### src/sdcs_pkg.sv
// shared types, constants and glyph lookup for the sextant dot canvas store
// depends on nothing
`timescale 1ns / 1ps

package sdcs_pkg;

   localparam int KindW     = 2;
   localparam int CoordW    = 8;
   localparam int CodeW     = 21;
   localparam int MaskW     = 6;
   localparam int ColsW     = 8;
   localparam int RowsW     = 7;
   localparam int CsrIdxW   = 1;
   localparam int CsrDataW  = 8;
   localparam int QueueDepth = 4;

   typedef enum logic [KindW-1:0] {
      KIND_DOT   = 2'd0,
      KIND_CHAR  = 2'd1,
      KIND_CLEAR = 2'd2,
      KIND_READ  = 2'd3
   } kind_type;

   localparam logic [CsrIdxW-1:0] CSR_COLS = 1'd0;
   localparam logic [CsrIdxW-1:0] CSR_ROWS = 1'd1;

   localparam logic [ColsW-1:0] ColsReset = 8'd128;
   localparam logic [RowsW-1:0] RowsReset = 7'd64;

   localparam logic [CodeW-1:0] GlyphBlank = 21'h00020;
   localparam logic [CodeW-1:0] GlyphLeft  = 21'h0258C;
   localparam logic [CodeW-1:0] GlyphRight = 21'h02590;
   localparam logic [CodeW-1:0] GlyphFull  = 21'h02588;
   localparam logic [CodeW-1:0] GlyphBase  = 21'h1FB00;

   localparam logic [MaskW-1:0] MaskLeft  = 6'd21;
   localparam logic [MaskW-1:0] MaskRight = 6'd42;
   localparam logic [MaskW-1:0] MaskFull  = 6'd63;

   typedef struct packed {
      kind_type         kind;
      logic [MaskW-1:0] dot_mask;
      logic             dot_value;
      logic [CodeW-1:0] char_code;
      logic             in_range;
   } cmd_type;

   function automatic logic [CodeW-1:0] glyph_code(input logic [MaskW-1:0] m);
      logic [CodeW-1:0] ext;
      ext = CodeW'(m);
      if (m == '0) begin
         return GlyphBlank;
      end else if (m == MaskLeft) begin
         return GlyphLeft;
      end else if (m == MaskRight) begin
         return GlyphRight;
      end else if (m == MaskFull) begin
         return GlyphFull;
      end else if (m < MaskLeft) begin
         return GlyphBase + ext - 21'd1;
      end else if (m < MaskRight) begin
         return GlyphBase + ext - 21'd2;
      end else begin
         return GlyphBase + ext - 21'd3;
      end
   endfunction

endpackage

### src/sdcs_front.sv
// front part: size registers, bounds checks and cell address mapping
// depends on sdcs_pkg for command types and field widths
`timescale 1ns / 1ps

module sdcs_front
   import sdcs_pkg::*;
#(
   parameter int MAX_COLS = 128,
   parameter int MAX_ROWS = 64,
   localparam int Cells = MAX_COLS * MAX_ROWS,
   localparam int AddrW = (Cells > 1) ? $clog2(Cells) : 1
) (
   input  logic                clock,
   input  logic                reset,
   input  logic                csr_write,
   input  logic [CsrIdxW-1:0]  csr_index,
   input  logic [CsrDataW-1:0] csr_wdata,
   input  logic [KindW-1:0]    req_kind,
   input  logic [CoordW-1:0]   req_x,
   input  logic [CoordW-1:0]   req_y,
   input  logic                req_dot_value,
   input  logic [CodeW-1:0]    req_char_code,
   output cmd_type             cmd,
   output logic [AddrW-1:0]    cmd_addr
);

   localparam logic [10:0] MaxColsW = 11'(MAX_COLS);
   localparam logic [10:0] MaxRowsW = 11'(MAX_ROWS);

   logic [ColsW-1:0] cols_ff;
   logic [RowsW-1:0] rows_ff;
   logic [10:0]      eff_cols, eff_rows;
   logic [11:0]      dot_x_lim, dot_y_lim;
   logic [16:0]      y_prod;
   logic [7:0]       y_div3;
   logic [7:0]       y_times3;
   logic [1:0]       y_mod3;
   logic [2:0]       bit_pos;
   logic [7:0]       cell_x, cell_y;
   logic             dot_ok, cell_ok;
   kind_type         kind;

   always_ff @(posedge clock) begin
      if (reset) begin
         cols_ff <= ColsReset;
         rows_ff <= RowsReset;
      end else if (csr_write) begin
         if (csr_index == CSR_COLS) begin
            cols_ff <= csr_wdata[ColsW-1:0];
         end else if (csr_index == CSR_ROWS) begin
            rows_ff <= csr_wdata[RowsW-1:0];
         end
      end
   end

   assign kind     = kind_type'(req_kind);
   assign eff_cols = (11'(cols_ff) > MaxColsW) ? MaxColsW : 11'(cols_ff);
   assign eff_rows = (11'(rows_ff) > MaxRowsW) ? MaxRowsW : 11'(rows_ff);

   // y / 3 by reciprocal, exact for 8-bit y
   assign y_prod    = 17'(req_y) * 17'd171;
   assign y_div3    = y_prod[16:9];
   assign y_times3  = 8'(y_div3 + {y_div3[6:0], 1'b0});
   assign y_mod3    = 2'(req_y - y_times3);
   assign bit_pos   = {y_mod3, 1'b0} + 3'(req_x[0]);

   assign dot_x_lim = {eff_cols, 1'b0};
   assign dot_y_lim = 12'(eff_rows) + {eff_rows, 1'b0};
   assign dot_ok    = (12'(req_x) < dot_x_lim) && (12'(req_y) < dot_y_lim);
   assign cell_ok   = (11'(req_x) < eff_cols) && (11'(req_y) < eff_rows);

   always_comb begin
      cell_x = req_x;
      cell_y = req_y;
      if (kind == KIND_DOT) begin
         cell_x = {1'b0, req_x[7:1]};
         cell_y = y_div3;
      end
   end

   assign cmd_addr = AddrW'(32'(cell_y) * 32'(MAX_COLS) + 32'(cell_x));

   assign cmd.kind      = kind;
   assign cmd.dot_mask  = MaskW'(1) << bit_pos;
   assign cmd.dot_value = req_dot_value;
   assign cmd.char_code = req_char_code;
   assign cmd.in_range  = (kind == KIND_DOT) ? dot_ok : cell_ok;

endmodule

### config.mk
export PLATFORM = sky130hd
export DESIGN_NAME = sdcs_front
export DESIGN_NICKNAME = d
export VERILOG_FILES = /design/src/sdcs_pkg.sv /design/src/sdcs_front.sv
export SDC_FILE = /design/constraint.sdc
export NUM_CORES = 1
export LEC_CHECK = 0
export BUFFER_PORTS_ARGS = -buffer_cell sky130_fd_sc_hd__buf_2
export CAP_MARGIN = 20
export CORE_MARGIN = 1
export CORE_UTILIZATION = 53
export CTS_CLUSTER_DIAMETER = 200
export DETAILED_ROUTE_END_ITERATION = 16
export PLACE_DENSITY = 0.91
export SLEW_MARGIN = 20
export SYNTH_ARGS = -nofsm -noshare
export SYNTH_HDL_FRONTEND = slang
export SYNTH_SLANG_ARGS = --single-unit
### constraint.sdc
create_clock -name clock -period 5.9 [get_ports clock]
set_input_delay 0.295 -clock clock [delete_from_list [all_inputs] [get_ports clock]]
set_output_delay 0.295 -clock clock [all_outputs]
set_load 0.01 [all_outputs]
==> results.sh, run 1 <==
export IMPL_status="complete, no violations"
export IMPL_crit_path_end_kind="output port"
export IMPL_die_h_um=78.39
export IMPL_cts_buffers=3
export IMPL_synth_cell_type_count=50
export IMPL_final_cell_mix="ha_1 (76), nand2_1 (67), buf_2 (51), inv_1 (47), a21oi_1 (29)"
export IMPL_cp_start_kind="input pin"
export IMPL_fmax_ghz=0.1861
export IMPL_crit_path_frequent_cell="ha_1"
export IMPL_worstRegToRegCells=3
export IMPL_dr_total_vias=2613
export IMPL_die_area_um2=6145
export IMPL_slowest_delay_ns=0.54
export IMPL_cts_clk_slew_worst_paths_ns=0.06
export IMPL_cts_hold_fix_buffers=0
export IMPL_dpl_hpwl_um=5481
export IMPL_io_buffers=51
export IMPL_finalSetupTns_ns=0
export IMPL_antenna_found_initial=0
export IMPL_met3_usage=0.02326
export IMPL_path_cells="buf_2, ha_1, fa_1, fa_1, fa_1, ha_1, a21oi_1, nor2b_1, xnor2_1, ha_1, ha_1, nor2_1, xnor2_1, xnor3_1, xnor2_2, nor3b_1, buf_2"
export IMPL_whs_path_depth=2
export IMPL_grt_pass1_wl_um=10520
export IMPL_drt_first_pass_iters=4
export IMPL_synth_compound_area_frac=0.1549
export IMPL_cts_root_buffer="clkbuf_8"
export IMPL_pre_cts_ws_ns=0.5739
export IMPL_power_density_nw_per_um2=287.3
export IMPL_cts_tree="done"
export IMPL_hold_path_startpoint="csr_wdata[7]"
export IMPL_met1_usage=0.2412
export IMPL_hold_path_end="cols_ff[7]$_SDFFE_PP1P_"
export IMPL_cp_depth=17
export IMPL_start_util=0.5549
export IMPL_drt_total_wl_um=6447
export IMPL_fillers=505
export IMPL_die_w_um=78.39
export IMPL_yosys_area_share_simple=0.1796
export IMPL_hold_viol_final=0
export IMPL_cp_required_ns=5.61
export IMPL_synth_edff_count=0
export IMPL_use_met2=0.4105
export IMPL_htreeDepth=1
export IMPL_ys_warn_count=0
export IMPL_fin_skew_ns=0
export IMPL_total_leakage_power_nw=1.758
export IMPL_drv_cap=0
export IMPL_rsz0062_at_grt="no"
export IMPL_period_share=0.9107
export IMPL_grt_overflow=0
export IMPL_crit_fanout=10
export IMPL_cts_setup_buffers=0
export IMPL_clock_latency_ns=0.24
export IMPL_rrSetupSlack_ns=4.97
export IMPL_relSlewSlack=0.3859
export IMPL_drt_iter0_markers=119
export IMPL_ant_nets=0
export IMPL_timing_rr_start="cols_ff[7]$_SDFFE_PP1P_"
export IMPL_drive_gt1_frac=0.1634
export IMPL_std_cell_rows=27
export IMPL_synth_fp_nets=526
export IMPL_synth_top_family_by_area="adder cells"
export IMPL_grt_max_degree=18
export IMPL_async_flop_share=0
export IMPL_syn_to_final_growth_pct=5.947
export IMPL_cts_sinks=15
export IMPL_critPathArrivalTime_ns=5.08
export IMPL_synth_main_ff_cell="dfxtp_1"
export IMPL_muxShareOfSynthArea=0.003236
export IMPL_critPathTopFamily="adder cells"
export IMPL_wl_per_cell_um=13.38
export IMPL_grt_pass1_vias=2510
export IMPL_grt_busiest_layer="met2"
export IMPL_avgSynthCellArea_um2=8.013
export IMPL_grt_usage=0.2126
export IMPL_ys_ff_latch=15
export IMPL_vdd_drop_max_mv=0.1775
export IMPL_layout_commonest_cell="ha_1"
export IMPL_core_area_um2=5574
export IMPL_synthesis_area_um2=3093
export IMPL_synth_seq_area_share=0.09709
export IMPL_fin_crit_ns=5.373
export IMPL_post_cts_resized=0
export IMPL_synth_xor_area_frac=0.05502
export IMPL_antenna_cells=0
export IMPL_place_gp_congestion=0.7998
export IMPL_layout_nets=551
export IMPL_synthAdderAreaFrac=0.3851
export IMPL_vias_per_cell=5.421
export IMPL_clockBufferDepth=2
export IMPL_tightest_slew_ns=0.9177
export IMPL_timing_rr_end="cols_ff[7]$_SDFFE_PP1P_"
export IMPL_slew_violations=0
export IMPL_crit_slowest_cell="fa_1"
export IMPL_crit_type="in2out"
export IMPL_drc_errors=0
export IMPL_final_setup_viol_count=0
export IMPL_setup_ws_ns=0.5266
export IMPL_top_level_ports=96
export IMPL_syn_inst=386
export IMPL_hp_class="in2reg"
export IMPL_cp_num_buf_inv=2
-- synth_stat cells (4+ instances only) --
cell	count	area share
ha_1	76	0.31
nand2_1	67	0.081
inv_1	47	0.057
a21oi_1	29	0.047
buf_4	24	0.058
dfxtp_1	15	0.097
nor2_1	13	0.016
fa_1	12	0.078
nand3_1	10	0.016
xnor2_1	9	0.025
a21o_1	8	0.019
clkbuf_1	7	0.0085
o21a_1	6	0.015
xor2_1	6	0.017
nor2b_1	5	0.010
o21ai_1	4	0.0065
-- worst max path at each step --
stage	startpoint	to	slack, ns
global placement	req_y[1]	cmd[23]	0.71
CTS	req_y[1]	cmd[23]	0.53
finish	req_y[1]	cmd[23]	0.53
global route	req_y[1]	cmd[23]	0.30
floorplan	req_y[1]	cmd[23]	1.08
detailed placement	req_y[1]	cmd[23]	0.57
-- state kept, by name, summed over array words and instances, names as in the netlist --
| signal | cells |
|---|---|
| cols_ff | 8 |
| rows_ff | 7 |
-- logic make-up (layout without fill, tap and decap cells) --
kind of cell             Yosys count  in the layout
AO/OA/AOI/OAI                     67             67
adder cells (fa/ha/maj)           88             88
flip-flops                        15             15
buffers and inverters             79            103
AND/OR/NAND/NOR                  119            119
XOR/XNOR                          17             17
multiplexers                       1              1
-- layout make-up --
class                      count  area (µm²)  share of cell area
clock buffer                   4       45.04             0.01375
inverter                      48       180.2             0.05498
multi-input combinational    292        2406              0.7343
sequential                    15       300.3             0.09164
tap                           72       90.09             0.02749
timing repair buffer          51       255.2             0.07789
-- power by group --
group          switching, mW  internal, mW  total (mW)
clock                 0.0327        0.0477      0.0804
combinational          0.417         0.334       0.751
sequential           0.00365         0.106       0.110
total                  0.453         0.488       0.941
-- worst reg2reg max path: stages, from the launching register on --
cell and delay, ns:
dfxtp_1 0.34, clkinv_1 0.15, nor2_1 0.07, a211o_1 0.27
-- metrics by stage --
step	power (mW)	utilization	cells	cell area, µm²	hold WS [ns]
detailed placement	0.8578	0.5798	478	3232	0.4536
CTS	0.9437	0.5879	482	3277	0.2508
global route	1.031	0.5879	482	3277	0.2496
floorplan	0.6851	-	386	3093	0.3641
finish	0.9415	0.5879	482	3277	0.2491
global placement	0.8160	0.5798	478	3232	0.4466
-- routing by layer --
layer	vias up	wire length, µm	part of all wire
met1	1204	2808	0.44
met4	0	136	0.021
li1	1327	-	-
met3	17	251	0.039
met2	65	3251	0.50
met5	-	0	0
No activity file was read; power rests on OpenSTA's default activity.
==> run 2: changes to the inputs <==
- RECOVER_POWER: default -> 100
==> run 2 against run 1 <==
Compared with the run above:
- clock-buffer cell count did not move
- cell area fell by 1.5%
- global-route usage unchanged
- combinational power decreased by 6.1%
- critical path depth is the same
- largest power group unchanged
- highest routed layer unchanged
- first-iteration DRC count decreased by 5.9%
- core utilization decreased by 0.85 points
==> results.sh, run 2 (synthesis results as in run 1) <==
export IMPL_status="complete, no violations"
export IMPL_ant_nets=0
export IMPL_path_cells="buf_2, ha_1, fa_1, fa_1, fa_1, ha_1, a21oi_1, nor2b_1, xnor2_1, ha_1, ha_1, nor2_1, xnor2_1, xnor3_1, xnor2_1, and3_1, clkbuf_1"
export IMPL_cts_buffers=3
export IMPL_final_cell_mix="ha_1 (76), nand2_1 (67), inv_1 (47), buf_2 (31), a21oi_1 (29)"
export IMPL_post_cts_resized=0
export IMPL_drt_iter0_markers=112
export IMPL_design_area_um2=3229
export IMPL_cp_start_kind="input pin"
export IMPL_cp_num_buf_inv=2
export IMPL_clock_latency_ns=0.24
export IMPL_layout_commonest_cell="ha_1"
export IMPL_relSlewSlack=0.4830
export IMPL_place_gp_congestion=0.7998
export IMPL_vdd_drop_max_mv=0.1729
export IMPL_slowest_delay_ns=0.54
export IMPL_cts_clk_slew_worst_paths_ns=0.06
export IMPL_cts_tree="done"
export IMPL_htreeDepth=1
export IMPL_cts_sinks=15
export IMPL_io_buffers=51
export IMPL_drc_errors=0
export IMPL_fillers=519
export IMPL_drt_first_pass_iters=4
export IMPL_slew_violations=0
export IMPL_syn_to_final_growth_pct=4.409
export IMPL_crit_slowest_cell="fa_1"
export IMPL_wl_per_cell_um=13.39
export IMPL_grt_usage=0.2126
export IMPL_die_h_um=78.39
export IMPL_drt_total_wl_um=6455
export IMPL_fmax_ghz=0.1820
export IMPL_die_area_um2=6145
export IMPL_std_cell_rows=27
export IMPL_crit_path_frequent_cell="ha_1"
export IMPL_crit_path_end_kind="output port"
export IMPL_vias_per_cell=5.407
export IMPL_crit_fanout=10
export IMPL_finalSetupTns_ns=0
export IMPL_dpl_hpwl_um=5481
export IMPL_hp_class="in2reg"
export IMPL_grt_overflow=0
export IMPL_largestRegisters="cols_ff x8, rows_ff x7"
export IMPL_power_density_nw_per_um2=277.2
export IMPL_layout_nets=551
export IMPL_route_met3_wl_um=259
export IMPL_final_setup_viol_count=0
export IMPL_cts_setup_buffers=0
export IMPL_whs_path_depth=2
export IMPL_hold_path_end="cols_ff[7]$_SDFFE_PP1P_"
export IMPL_cts_root_buffer="clkbuf_8"
export IMPL_die_w_um=78.39
export IMPL_drive_gt1_frac=0.1098
export IMPL_cts_hold_fix_buffers=0
export IMPL_fin_crit_ns=5.493
export IMPL_critPathArrivalTime_ns=5.20
export IMPL_fin_cells=482
export IMPL_grt_pass1_vias=2510
export IMPL_crit_type="in2out"
export IMPL_grt_max_degree=18
export IMPL_core_area_um2=5574
export IMPL_top_level_ports=96
export IMPL_cp_required_ns=5.61
export IMPL_antenna_found_initial=0
export IMPL_drv_cap=0
export IMPL_wl_met2_um=3230
export IMPL_clockBufferDepth=2
export IMPL_total_leakage_power_nw=1.687
export IMPL_fin_skew_ns=0
export IMPL_critPathTopFamily="adder cells"
export IMPL_timing_rr_start="cols_ff[7]$_SDFFE_PP1P_"
export IMPL_dr_total_vias=2606
export IMPL_dpl_instance_area_um2=3232
export IMPL_hold_viol_final=0
export IMPL_tightest_slew_ns=0.7727
export IMPL_rsz0062_at_grt="no"
export IMPL_timing_rr_end="cols_ff[7]$_SDFFE_PP1P_"
export IMPL_placedCellCount=478
export IMPL_top_register="cols_ff"
export IMPL_largest_reg_flops=8
export IMPL_top_layer="met4"
export IMPL_finalPower_uw=895.3
export IMPL_grt_pass1_wl_um=10520
export IMPL_worstRegToRegCells=3
export IMPL_start_util=0.5549
export IMPL_antenna_cells=0
export IMPL_m1WireLength_um=2812
export IMPL_period_share=0.9310
export IMPL_rrSetupSlack_ns=4.97
export IMPL_hold_path_startpoint="csr_wdata[7]"
-- run 2: changes by cell type in the layout (fill, tap and decap cells not counted) --
cell	delta
clkbuf_1	+20
xnor2_2	-1
a31oi_1	+1
a31oi_4	-1
buf_2	-20
xnor2_1	+1
-- run 2: worst max-delay path by stage --
stage / slack, ns / cells past startpoint / from / end
after CTS: 0.53 / 17 / req_y[1] / cmd[23]
after floorplan: 1.08 / 15 / req_y[1] / cmd[23]
final: 0.41 / 17 / req_y[1] / cmd[26]
after global routing: 0.16 / 18 / req_y[1] / cmd[25]
after global placement: 0.71 / 17 / req_y[1] / cmd[23]
after detailed placement: 0.57 / 17 / req_y[1] / cmd[23]
-- run 2: cell type report --
class | count | area (µm²) | share of cell area
Inverter | 48 | 180.2 | 0.05579
Timing Repair Buffer | 51 | 230.2 | 0.07129
Sequential cell | 15 | 300.3 | 0.09299
Clock buffer | 4 | 45.04 | 0.01395
Tap cell | 72 | 90.09 | 0.02790
Multi-Input combinational cell | 292 | 2384 | 0.7381
-- run 2: per-layer routing --
| layer | GRT usage | vias up |
|---|---|---|
| li1 | - | 1326 |
| met1 | 0.2412 | 1192 |
| met2 | 0.4105 | 71 |
| met3 | 0.02326 | 17 |
| met4 | 0.06481 | 0 |
| met5 | 0 | - |
-- run 2: stage by stage --
step,worst slack [ns],hold WS (ns),util
floorplan,1.076,0.3641,-
global placement,0.7062,0.4466,0.5798
detailed placement,0.5739,0.4536,0.5798
CTS,0.5291,0.2508,0.5879
global route,0.1552,0.2496,0.5793
finish,0.4070,0.2497,0.5793
-- run 2: report_power, final --
part           switching [mW]  internal [mW]
clock network          0.0327         0.0477
registers             0.00371          0.106
logic                   0.406          0.298
