--- src/sdcs_pkg.sv ---
// shared types, constants and glyph lookup for the sextant dot canvas store
// depends on nothing
`timescale 1ns / 1ps

package sdcs_pkg;

   localparam int KindW     = 2;
   localparam int CoordW    = 8;
   localparam int CodeW     = 21;
   localparam int MaskW     = 6;
   localparam int ColsW     = 8;
   localparam int RowsW     = 7;
   localparam int CsrIdxW   = 1;
   localparam int CsrDataW  = 8;
   localparam int QueueDepth = 4;

   typedef enum logic [KindW-1:0] {
      KIND_DOT   = 2'd0,
      KIND_CHAR  = 2'd1,
      KIND_CLEAR = 2'd2,
      KIND_READ  = 2'd3
   } kind_type;

   localparam logic [CsrIdxW-1:0] CSR_COLS = 1'd0;
   localparam logic [CsrIdxW-1:0] CSR_ROWS = 1'd1;

   localparam logic [ColsW-1:0] ColsReset = 8'd128;
   localparam logic [RowsW-1:0] RowsReset = 7'd64;

   localparam logic [CodeW-1:0] GlyphBlank = 21'h00020;
   localparam logic [CodeW-1:0] GlyphLeft  = 21'h0258C;
   localparam logic [CodeW-1:0] GlyphRight = 21'h02590;
   localparam logic [CodeW-1:0] GlyphFull  = 21'h02588;
   localparam logic [CodeW-1:0] GlyphBase  = 21'h1FB00;

   localparam logic [MaskW-1:0] MaskLeft  = 6'd21;
   localparam logic [MaskW-1:0] MaskRight = 6'd42;
   localparam logic [MaskW-1:0] MaskFull  = 6'd63;

   typedef struct packed {
      kind_type         kind;
      logic [MaskW-1:0] dot_mask;
      logic             dot_value;
      logic [CodeW-1:0] char_code;
      logic             in_range;
   } cmd_type;

   function automatic logic [CodeW-1:0] glyph_code(input logic [MaskW-1:0] m);
      logic [CodeW-1:0] ext;
      ext = CodeW'(m);
      if (m == '0) begin
         return GlyphBlank;
      end else if (m == MaskLeft) begin
         return GlyphLeft;
      end else if (m == MaskRight) begin
         return GlyphRight;
      end else if (m == MaskFull) begin
         return GlyphFull;
      end else if (m < MaskLeft) begin
         return GlyphBase + ext - 21'd1;
      end else if (m < MaskRight) begin
         return GlyphBase + ext - 21'd2;
      end else begin
         return GlyphBase + ext - 21'd3;
      end
   endfunction

endpackage

--- src/sdcs_queue.sv ---
// short command queue between the front and back parts
// depends on sdcs_pkg for the queue depth
`timescale 1ns / 1ps

module sdcs_queue
   import sdcs_pkg::*;
#(
   parameter int WIDTH = 8
) (
   input  logic             clock,
   input  logic             reset,
   input  logic             push,
   input  logic [WIDTH-1:0] push_data,
   input  logic             pop,
   output logic [WIDTH-1:0] head_data,
   output logic             full,
   output logic             empty
);

   localparam int PtrW = (QueueDepth > 1) ? $clog2(QueueDepth) : 1;
   localparam int CntW = $clog2(QueueDepth + 1);
   localparam logic [PtrW-1:0] LastPtr = PtrW'(QueueDepth - 1);
   localparam logic [CntW-1:0] FullCnt = CntW'(QueueDepth);

   logic [WIDTH-1:0] data_ff [QueueDepth];
   logic [PtrW-1:0]  wr_ptr_ff, wr_ptr_in;
   logic [PtrW-1:0]  rd_ptr_ff, rd_ptr_in;
   logic [CntW-1:0]  count_ff, count_in;
   logic             do_push, do_pop;

   assign full      = (count_ff == FullCnt);
   assign empty     = (count_ff == '0);
   assign head_data = data_ff[rd_ptr_ff];
   assign do_push   = push && !full;
   assign do_pop    = pop && !empty;

   always_comb begin
      wr_ptr_in = wr_ptr_ff;
      rd_ptr_in = rd_ptr_ff;
      count_in  = count_ff;
      if (do_push) begin
         wr_ptr_in = (wr_ptr_ff == LastPtr) ? '0 : wr_ptr_ff + 1'b1;
      end
      if (do_pop) begin
         rd_ptr_in = (rd_ptr_ff == LastPtr) ? '0 : rd_ptr_ff + 1'b1;
      end
      if (do_push && !do_pop) begin
         count_in = count_ff + 1'b1;
      end else if (do_pop && !do_push) begin
         count_in = count_ff - 1'b1;
      end
   end

   always_ff @(posedge clock) begin
      if (reset) begin
         wr_ptr_ff <= '0;
         rd_ptr_ff <= '0;
         count_ff  <= '0;
      end else begin
         wr_ptr_ff <= wr_ptr_in;
         rd_ptr_ff <= rd_ptr_in;
         count_ff  <= count_in;
      end
   end

   always_ff @(posedge clock) begin
      if (do_push) begin
         data_ff[wr_ptr_ff] <= push_data;
      end
   end

endmodule

--- config.mk ---
export PLATFORM = sky130hd
export DESIGN_NAME = sdcs_queue
export DESIGN_NICKNAME = d
export VERILOG_FILES = /design/src/sdcs_pkg.sv /design/src/sdcs_queue.sv
export SDC_FILE = /design/constraint.sdc
export NUM_CORES = 1
export LEC_CHECK = 0
export BUFFER_PORTS_ARGS = -buffer_cell sky130_fd_sc_hd__buf_2
export CAP_MARGIN = 20
export CORE_MARGIN = 2
export CORE_UTILIZATION = 60
export DETAILED_ROUTE_END_ITERATION = 8
export HOLD_SLACK_MARGIN = 0.15
export PLACE_DENSITY = 0.8
export SYNTH_ARGS = -nofsm -noshare
export SYNTH_HDL_FRONTEND = slang
export SYNTH_SLANG_ARGS = --single-unit
export TNS_END_PERCENT = 5
--- constraint.sdc ---
create_clock -name clock -period 3.8 [get_ports clock]
set_input_delay 0 -clock clock [delete_from_list [all_inputs] [get_ports clock]]
set_output_delay 0 -clock clock [all_outputs]
set_load 0.005 [all_outputs]
==> results of run 1 <==
-- per-layer routing --
layer	track usage, %	up-vias	routed length [um]
met1	23.19	430	1137
met5	0	-	0
met4	9.184	0	34
met3	4.839	3	114
li1	-	423	-
met2	27.23	22	1187
-- stage by stage --
step / cells / setup slack [ps] / cell area [um^2]
after floorplan: 92 / 1637 / 1645
final: 158 / 1424 / 1923
after detailed placement: 139 / 1428 / 1764
after CTS: 158 / 1419 / 1923
after global routing: 158 / 1225 / 1923
after global placement: 139 / 1541 / 1764
-- flip-flops by register name (all words and copies together), names as in the netlist, named ones only --
signal     count
rd_ptr_ff      2
count_ff       3
data_ff       32
wr_ptr_ff      2
-- logic make-up (layout without fill, tap and decap cells) --
group	count (synthesis)	count (layout)	synth area share (%)
multiplexers	10	10	12.17
XOR/XNOR	2	2	1.065
AO/OA/AOI/OAI	7	7	3.041
buffers and inverters	9	45	2.889
AND/OR/NAND/NOR	16	16	5.704
adder cells (fa/ha/maj)	7	7	5.779
flip-flops	41	41	69.35
-- cells in the final DEF, fill, tap and decap left out --
| cell type | n |
|---|---|
| clkinv_1 | 1 |
| edfxtp_1 | 32 |
| or3b_1 | 1 |
| nor2_1 | 3 |
| a21oi_1 | 3 |
| xor2_1 | 2 |
| or3_2 | 1 |
| o31ai_2 | 2 |
| o21ai_0 | 1 |
| dlygate4sd3_1 | 11 |
| clkbuf_4 | 5 |
| o21ai_1 | 1 |
| nor2_2 | 1 |
| fa_1 | 1 |
| and3_2 | 4 |
| buf_2 | 21 |
| nand2_1 | 1 |
| clkbuf_1 | 2 |
| ha_1 | 6 |
| nand3_1 | 2 |
| inv_1 | 4 |
| or3_1 | 1 |
| mux4_2 | 8 |
| dfxtp_1 | 9 |
| clkinv_4 | 1 |
| nor3_1 | 2 |
| mux2i_1 | 2 |
-- worst max-delay path, stage by stage (launching register included) --
cell and delay (ps):
dfxtp_1 450, or3b_1 310, clkinv_4 90, nor2_2 130, ha_1 200, inv_1 60
fa_1 370, xor2_1 160, or3_2 410, a21oi_1 140
-- where the power goes --
group          internal [uW]  total, uW  switching [uW]
combinational            151        271             120
clock                   71.1        193             121
sequential               547        600            53.4
-- area by class of cell --
class | instances | area [um^2]
fillers | 155 | 621.8
multi-input cells | 42 | 456.7
inverters | 5 | 23.77
clock buffers | 7 | 45.04
clock inverters | 1 | 3.754
well taps | 30 | 37.54
flip-flops and latches | 41 | 1141
repair buffers | 32 | 215.2
-- repair_timing --
action / CTS / global route
setup endpoints to repair: 0 / 0
hold buffers: 11 / 0
endpoints found under the hold margin: 41 / 0
-- worst max path at each step --
stage | start | endpoint | slack (ps) | cells past startpoint
after floorplan | count_ff[0]$_SDFFE_PP0P_ | count_ff[2]$_SDFFE_PP0P_ | 1640 | 10
after global placement | count_ff[0]$_SDFFE_PP0P_ | count_ff[2]$_SDFFE_PP0P_ | 1540 | 9
after detailed placement | count_ff[0]$_SDFFE_PP0P_ | count_ff[2]$_SDFFE_PP0P_ | 1430 | 9
after CTS | count_ff[0]$_SDFFE_PP0P_ | count_ff[2]$_SDFFE_PP0P_ | 1420 | 9
after global routing | count_ff[0]$_SDFFE_PP0P_ | count_ff[2]$_SDFFE_PP0P_ | 1230 | 9
final | count_ff[0]$_SDFFE_PP0P_ | count_ff[2]$_SDFFE_PP0P_ | 1420 | 9
==> impl_metrics.toml, run 1 <==
[routing]
wl_per_cell_um = 15.66
drc = 0
ant_nets = 0
drt_wl_total_um = 2474
routed_via_density = 5.557
vias = 878
drt_pass1_iterations = 4
dr.first_iter.drc_count = 17

[synthesis]
synth.top_cell.area_share_pct = 58.40
synth_edf_count = 32
synth_top_cells_by_count = "edfxtp_1 (32), dfxtp_1 (9), mux4_2 (8), ha_1 (6)"
yosysUniqueCellTypes = 26
ys_ff_latch = 41
syn_area_mm2 = 0.001645
yosysTopAreaCell = "edfxtp_1"
async_reset_ff_share_pct = 0
yosysWarnings = 0
synth.yosys.seq_area_share_pct = 69.35
synth_most_common_cell = "edfxtp_1"
synth_fp_nets = 111
syn_avg_cell_area_um2 = 17.88
ys.flop_type = "edfxtp_1"
netlist_top_cells_area = "edfxtp_1 (58%), dfxtp_1 (11%), mux4_2 (11%)"
netlist_instances = 92

[finish]
layout-drive-gt1-share_pct = 33.59
antenna_cells = 0
fin_nets = 146
syn_to_final_growth_pct = 16.88
final_util_pct = 75.57

[setup_path]
critPathArrivalTime_ps = 2650
r2r-start = "count_ff[0]$_SDFFE_PP0P_"
r2r_slack_ps = 1420
start_kind = "register"
timing.rr.end = "count_ff[2]$_SDFFE_PP0P_"
endpoint_kind = "register"
cp.required_ps = 4070
ff2ff_path_depth = 9
path_max_fanout = 7
crit_type = "reg -> reg"

[clock_tree]
cts_max_level = 2
numCtsBuffers = 5
cts.sinks = 41
clkLatencyLatePin_ps = 340
post_cts_resized = 0
cts_root_buf = "clkbuf_4"
cts_setup_buffers = 0
cts.clk_slew.worst_paths_ps = 100
cts_buffer_depth = 2
cts_tree = "done"

[hold_path]
worstHoldEndpoint = "data_ff[1][5]$_DFFE_PP_"
holdPathStages = 2
hold_class = "in -> reg"
hp-start = "push_data[5]"

[power_and_ir_drop]
power.total_uw = 1064
ir_drop_mv = 0.4552
leakagePower_uw = 0.0007188
power_density_mw_per_mm2 = 553.1

[timing]
worstMarginPinSlew_ps = 531.8
post-route-period-util_pct = 62.53
setup_viol = 0
fmaxAchievable_mhz = 420.8
timing.hold.ws_ps = 411.9
relSlewSlack_pct = 64.50
rsz0062_at_grt = "no"
slew_violations = 0
hold_viol_final = 0
tns_ps = 0
period_minus_slack_ps = 2376
finalClockSkew_ps = 8.594

[die]
dieArea_mm2 = 0.003177
start_util_pct = 64.65
rows = 18
pin_count = 22
die_h_um = 56.37
die_width_um = 56.37
coreArea_mm2 = 0.002545

[outcome]
status = "finished clean"

[grt]
grt_pass1_vias = 856
grt_usage_pct = 17.70
grt_antenna_before_repair = 0
grt_max_degree = 13
grt-ovfl-total = 0
grt_pass1_wl_um = 4050

[placement]
placement.io_buffers = 21
hpwl_um = 1618
gp_congestion = 0.7849

[run]
drv_cap = 0
Power figures use the tool's default switching activity.
==> inputs of run 2 (changes only) <==
--- a/config.mk
+++ b/config.mk
@@ -8,10 +8,10 @@
 export BUFFER_PORTS_ARGS = -buffer_cell sky130_fd_sc_hd__buf_2
 export CAP_MARGIN = 20
 export CORE_MARGIN = 2
-export CORE_UTILIZATION = 60
+export CORE_UTILIZATION = 50
 export DETAILED_ROUTE_END_ITERATION = 8
 export HOLD_SLACK_MARGIN = 0.15
-export PLACE_DENSITY = 0.8
+export PLACE_DENSITY = 0.7
 export SYNTH_ARGS = -nofsm -noshare
 export SYNTH_HDL_FRONTEND = slang
 export SYNTH_SLANG_ARGS = --single-unit
==> constraint.sdc (replaced) <==
create_clock -name clock -period 2.1 [get_ports clock]
set_input_delay 0 -clock clock [delete_from_list [all_inputs] [get_ports clock]]
set_output_delay 0 -clock clock [all_outputs]
set_load 0.005 [all_outputs]
==> impl_metrics.toml, run 2 (synthesis results as in run 1) <==
[finish]
layout_common_cells = "edfxtp_1 (32), buf_2 (21), dlygate4sd3_1 (11)"
final_cells = 177
fin_nets = 151
stdcell_area_mm2 = 0.002054
antenna_cells = 0
final_util_pct = 66.21
largest-register = "data_ff"
syn_to_final_growth_pct = 24.87
top_regs = "data_ff: 32 flops, count_ff: 3 flops"
largest_reg_flops = 32
mostFrequentLayoutCell = "edfxtp_1"
layout-drive-gt1-share_pct = 42.86

[grt]
grt_usage_pct = 16.47
grt_pass1_vias = 917
grt_antenna_before_repair = 0
grt_pass1_wl_um = 4215
grt-ovfl-total = 0
grt_max_degree = 13

[die]
dieArea_mm2 = 0.003766
pin_count = 22
start_util_pct = 53.02
coreArea_mm2 = 0.003103
die_h_um = 61.37
rows = 20
die_width_um = 61.37

[power_and_ir_drop]
power_density_mw_per_mm2 = 1054
ir_drop_mv = 0.9714
power.total_uw = 2165
leakagePower_uw = 0.0007621

[timing]
relSlewSlack_pct = 63.33
fin_ws_ps = 94.81
post-route-period-util_pct = 95.49
period_minus_slack_ps = 2005
rsz0062_at_grt = "no"
hold_viol_final = 0
setup_viol = 0
slew_violations = 0
finalClockSkew_ps = 5.949
worstMarginPinSlew_ps = 549.3
fmaxAchievable_mhz = 498.7

[clock_tree]
numCtsBuffers = 5
cts_root_buf = "clkbuf_4"
clkLatencyLatePin_ps = 330
cts_buffer_depth = 2
cts.clk_slew.worst_paths_ps = 110
cts_max_level = 2
cts.sinks = 41
cts_tree = "done"

[setup_path]
r2r-start = "count_ff[2]$_SDFFE_PP0P_"
cpPeakStageDelay_ps = 370
startpoint = "count_ff[2]$_SDFFE_PP0P_"
cp_cell_sequence = "or3b_4, clkinv_4, nor2_4, ha_4, inv_2, fa_2, xor2_1, or3_4, a21oi_2"
cp.required_ps = 2370
endpoint_kind = "register"
start_kind = "register"
crit_type = "reg -> reg"
path_max_fanout = 3
critPathArrivalTime_ps = 2270
slowest_stage = "dfxtp_4"

[hold_path]
hp-start = "push_data[0]"
hold_class = "in -> reg"

[routing]
drt_pass1_iterations = 4
drt_wl_total_um = 2647
drc = 0
vias = 892
wl_per_cell_um = 14.95
dr.first_iter.drc_count = 34
ant_nets = 0
routed_via_density = 5.040

[run]
drv_cap = 0

[placement]
gp_congestion = 0.7415
hpwl_um = 1721
post-place-ws_ps = -87.09
place_inst = 157
place_area_mm2 = 0.001814
placement.io_buffers = 21

[outcome]
status = "finished clean"
## run 2: final cells by class
type                    instances  area, um^2
well taps                      44       55.05
flip-flops and latches         41        1152
inverters                       5       23.77
clock buffers                   6       41.29
fillers                       243        1049
repair buffers                 37       252.7
clock inverters                 2       33.78
multi-input cells              42       495.5
## run 2: power breakdown
part / switching [uW] / internal (uW)
Combinational: 240 / 342
Sequential: 103 / 999
Clock: 232 / 248
Total: 575 / 1590
## run 2: final timing paths
path,slack (ps),depth (start not counted),endpoint
worst min register to register,530,2,wr_ptr_ff[1]$_SDFFE_PP0P_
worst max-delay path,90,9,count_ff[2]$_SDFFE_PP0P_
worst min-delay path,410,2,data_ff[2][0]$_DFFE_PP_
worst max register to register,90,9,count_ff[2]$_SDFFE_PP0P_
## run 2: metal layers
metal | GRT usage, % | up-vias | wire, um
li1 | - | 430 | -
met1 | 18.09 | 432 | 1034
met2 | 28.12 | 24 | 1440
met4 | 8.511 | 0 | 62
met3 | 5.882 | 6 | 109
met5 | 0 | - | 0
## run 2: metrics by stage
step | hold WS [ps] | setup TNS (ps)
3_5_place_dp | 220.0 | -87.09
6_report | 410.6 | 0
5_1_grt | 385.5 | 0
2_1_floorplan | 98.87 | 0
4_1_cts | 391.5 | 0
3_3_place_gp | 210.7 | 0
## run 2: worst max-delay path: cells and delay by family, from the launching register on
kind            cells  cell delay [ps]
simple gates        3              690
fa+ha+maj           2              480
flops               1              370
xor+xnor            1              160
compound gates      1              150
buf+inv             2              100
## run 2: repair_timing
item,in CTS,in global routing
setup endpoints to repair,1,1
hold buffers,11,0
resized for setup,7,6
endpoints found under the hold margin,41,0
buffers inserted,0,1
gates cloned,0,0
pin swaps,1,1
==> inputs of run 3 (changes only) <==
--- a/config.mk
+++ b/config.mk
@@ -12,6 +12,7 @@
 export DETAILED_ROUTE_END_ITERATION = 8
 export HOLD_SLACK_MARGIN = 0.15
 export PLACE_DENSITY = 0.7
+export RECOVER_POWER = 100
 export SYNTH_ARGS = -nofsm -noshare
 export SYNTH_HDL_FRONTEND = slang
 export SYNTH_SLANG_ARGS = --single-unit
==> constraint.sdc (replaced) <==
create_clock -name clock -period 1.8 [get_ports clock]
set_input_delay 0 -clock clock [delete_from_list [all_inputs] [get_ports clock]]
set_output_delay 0 -clock clock [all_outputs]
set_load 0.005 [all_outputs]
==> impl_metrics.toml, run 3 (synthesis results as in run 1) <==
[finish]
mostFrequentLayoutCell = "edfxtp_1"
top_regs = "data_ff: 32 flops, count_ff: 3 flops"
antenna_cells = 0
largest_reg_flops = 32
layout-drive-gt1-share_pct = 41.38
fin_nets = 163
syn_to_final_growth_pct = 30.57
largest-register = "data_ff"
layout_common_cells = "edfxtp_1 (32), buf_4 (14), dlygate4sd3_1 (13)"

[setup_path]
startpoint = "count_ff[0]$_SDFFE_PP0P_"
cpPeakStageDelay_ps = 410
crit_type = "reg -> reg"
critPathArrivalTime_ps = 2210
cp_cell_sequence = "or3b_4, clkinv_4, nor2_4, ha_4, buf_4, buf_6, xor2_2, or3_4, a21oi_2"
start_kind = "register"
r2r-start = "count_ff[0]$_SDFFE_PP0P_"
slowest_stage = "or3b_4"
endpoint_kind = "register"
path_max_fanout = 3
cp.required_ps = 2070

[clock_tree]
numCtsBuffers = 5
cts.sinks = 41
cts_tree = "done"
cts_buffer_depth = 2
clkLatencyLatePin_ps = 330
cts.clk_slew.worst_paths_ps = 110
cts_max_level = 2
cts_root_buf = "clkbuf_4"

[timing]
slew_violations = 0
setup_viol = 2
post-route-period-util_pct = 107.6
relSlewSlack_pct = 74.57
fmaxAchievable_mhz = 516.1
period_minus_slack_ps = 1938
finalClockSkew_ps = 3.543
rsz0062_at_grt = "yes"
fin_ws_ps = -137.6
worstMarginPinSlew_ps = 380.9
timing.hold.ws_ps = 234.2
hold_viol_final = 0

[grt]
grt_usage_pct = 16.53
grt_antenna_before_repair = 0
grt_pass1_wl_um = 4236
grt_pass1_vias = 942
grt_max_degree = 13
grt-ovfl-total = 0

[power_and_ir_drop]
clockPowerShare_pct = 21.2
ir_drop_mv = 0.7630
seq_power_share_pct = 46.4
p_switching_uw = 706.2
intPower_uw = 1952
power_density_mw_per_mm2 = 1238
comb_power_share_pct = 32.4
p_sw_share_pct = 26.56
power.total_uw = 2659
leakagePower_uw = 0.0008041

[die]
start_util_pct = 53.02
pin_count = 22
dieArea_mm2 = 0.003766
die_h_um = 61.37
rows = 20
die_width_um = 61.37
coreArea_mm2 = 0.003103

[outcome]
violations = "setup timing"
status = "complete, but fails checks"

[placement]
gp_congestion = 0.7560
post-place-ws_ps = -184.0
hpwl_um = 1829
placement.io_buffers = 21

[routing]
dr.first_iter.drc_count = 46
wl_per_cell_um = 14.85
drt_pass1_iterations = 4
ant_nets = 0
drt_wl_total_um = 2806
routed_via_density = 4.942
drc = 0
vias = 934

[hold_path]
hp-start = "push"
hold_class = "in -> reg"

[run]
drv_cap = 0
==> run 3: through the flow <==
stage / setup TNS [ps] / area [um^2] / std cells / util (%)
floorplan: -292.0 / 1677 / 92 / -
global placement: -175.0 / 1903 / 165 / 61.33
detailed placement: -273.1 / 1903 / 165 / 61.33
CTS: -222.5 / 2108 / 185 / 67.94
global route: -326.2 / 2148 / 189 / 69.23
finish: -144.2 / 2148 / 189 / 69.23
==> run 3: repair_timing <==
action | CTS | global route
setup buffers | 3 | 0
pin swaps | 3 | 1
endpoints found under the hold margin | 41 | 7
hold buffers | 9 | 4
endpoints found under the setup margin | 2 | 2
gates resized for setup | 4 | 1
==> run 3: final timing paths <==
| path | end | slack, ps | depth (start not counted) |
|---|---|---|---|
| worst max-delay path | count_ff[2]$_SDFFE_PP0P_ | -140 | 9 |
| worst min-delay path | wr_ptr_ff[0]$_SDFFE_PP0P_ | 230 | 5 |
| worst max register to register | count_ff[2]$_SDFFE_PP0P_ | -140 | 9 |
| worst min register to register | rd_ptr_ff[0]$_SDFFE_PP0P_ | 540 | 2 |
==> run 3: routing by layer <==
layer / wire length, um / global-route usage [%] / vias up
met4: 29 / 6.383 / 0
met1: 1099 / 18.55 / 445
met2: 1559 / 29.03 / 27
li1: - / - / 457
met3: 118 / 5.672 / 5
met5: 0 / 0 / -
==> run 3: area by class of cell <==
type	instances	area [um^2]
clock buffers	6	41.29
clock inverters	2	33.78
fillers	232	954.7
inverters	5	23.77
multi-input cells	42	503.0
flip-flops and latches	41	1150
well taps	44	55.05
repair buffers	49	341.6
==> run 3: power by group through the flow <==
stage,clock network (uW),registers [uW],logic [uW]
after floorplan,0,1250,472
after global placement,0,1250,751
after detailed placement,0,1260,772
after CTS,580,1240,858
after global routing,625,1250,947
final,563,1230,862
==> run 3: critical path: cells and delay by family, from the launching register on <==
kind	cells	cell delay, ps
buf+inv	3	300
flops	1	380
fa+ha+maj	1	160
simple gates	3	770
compound gates	1	110
xor+xnor	1	170
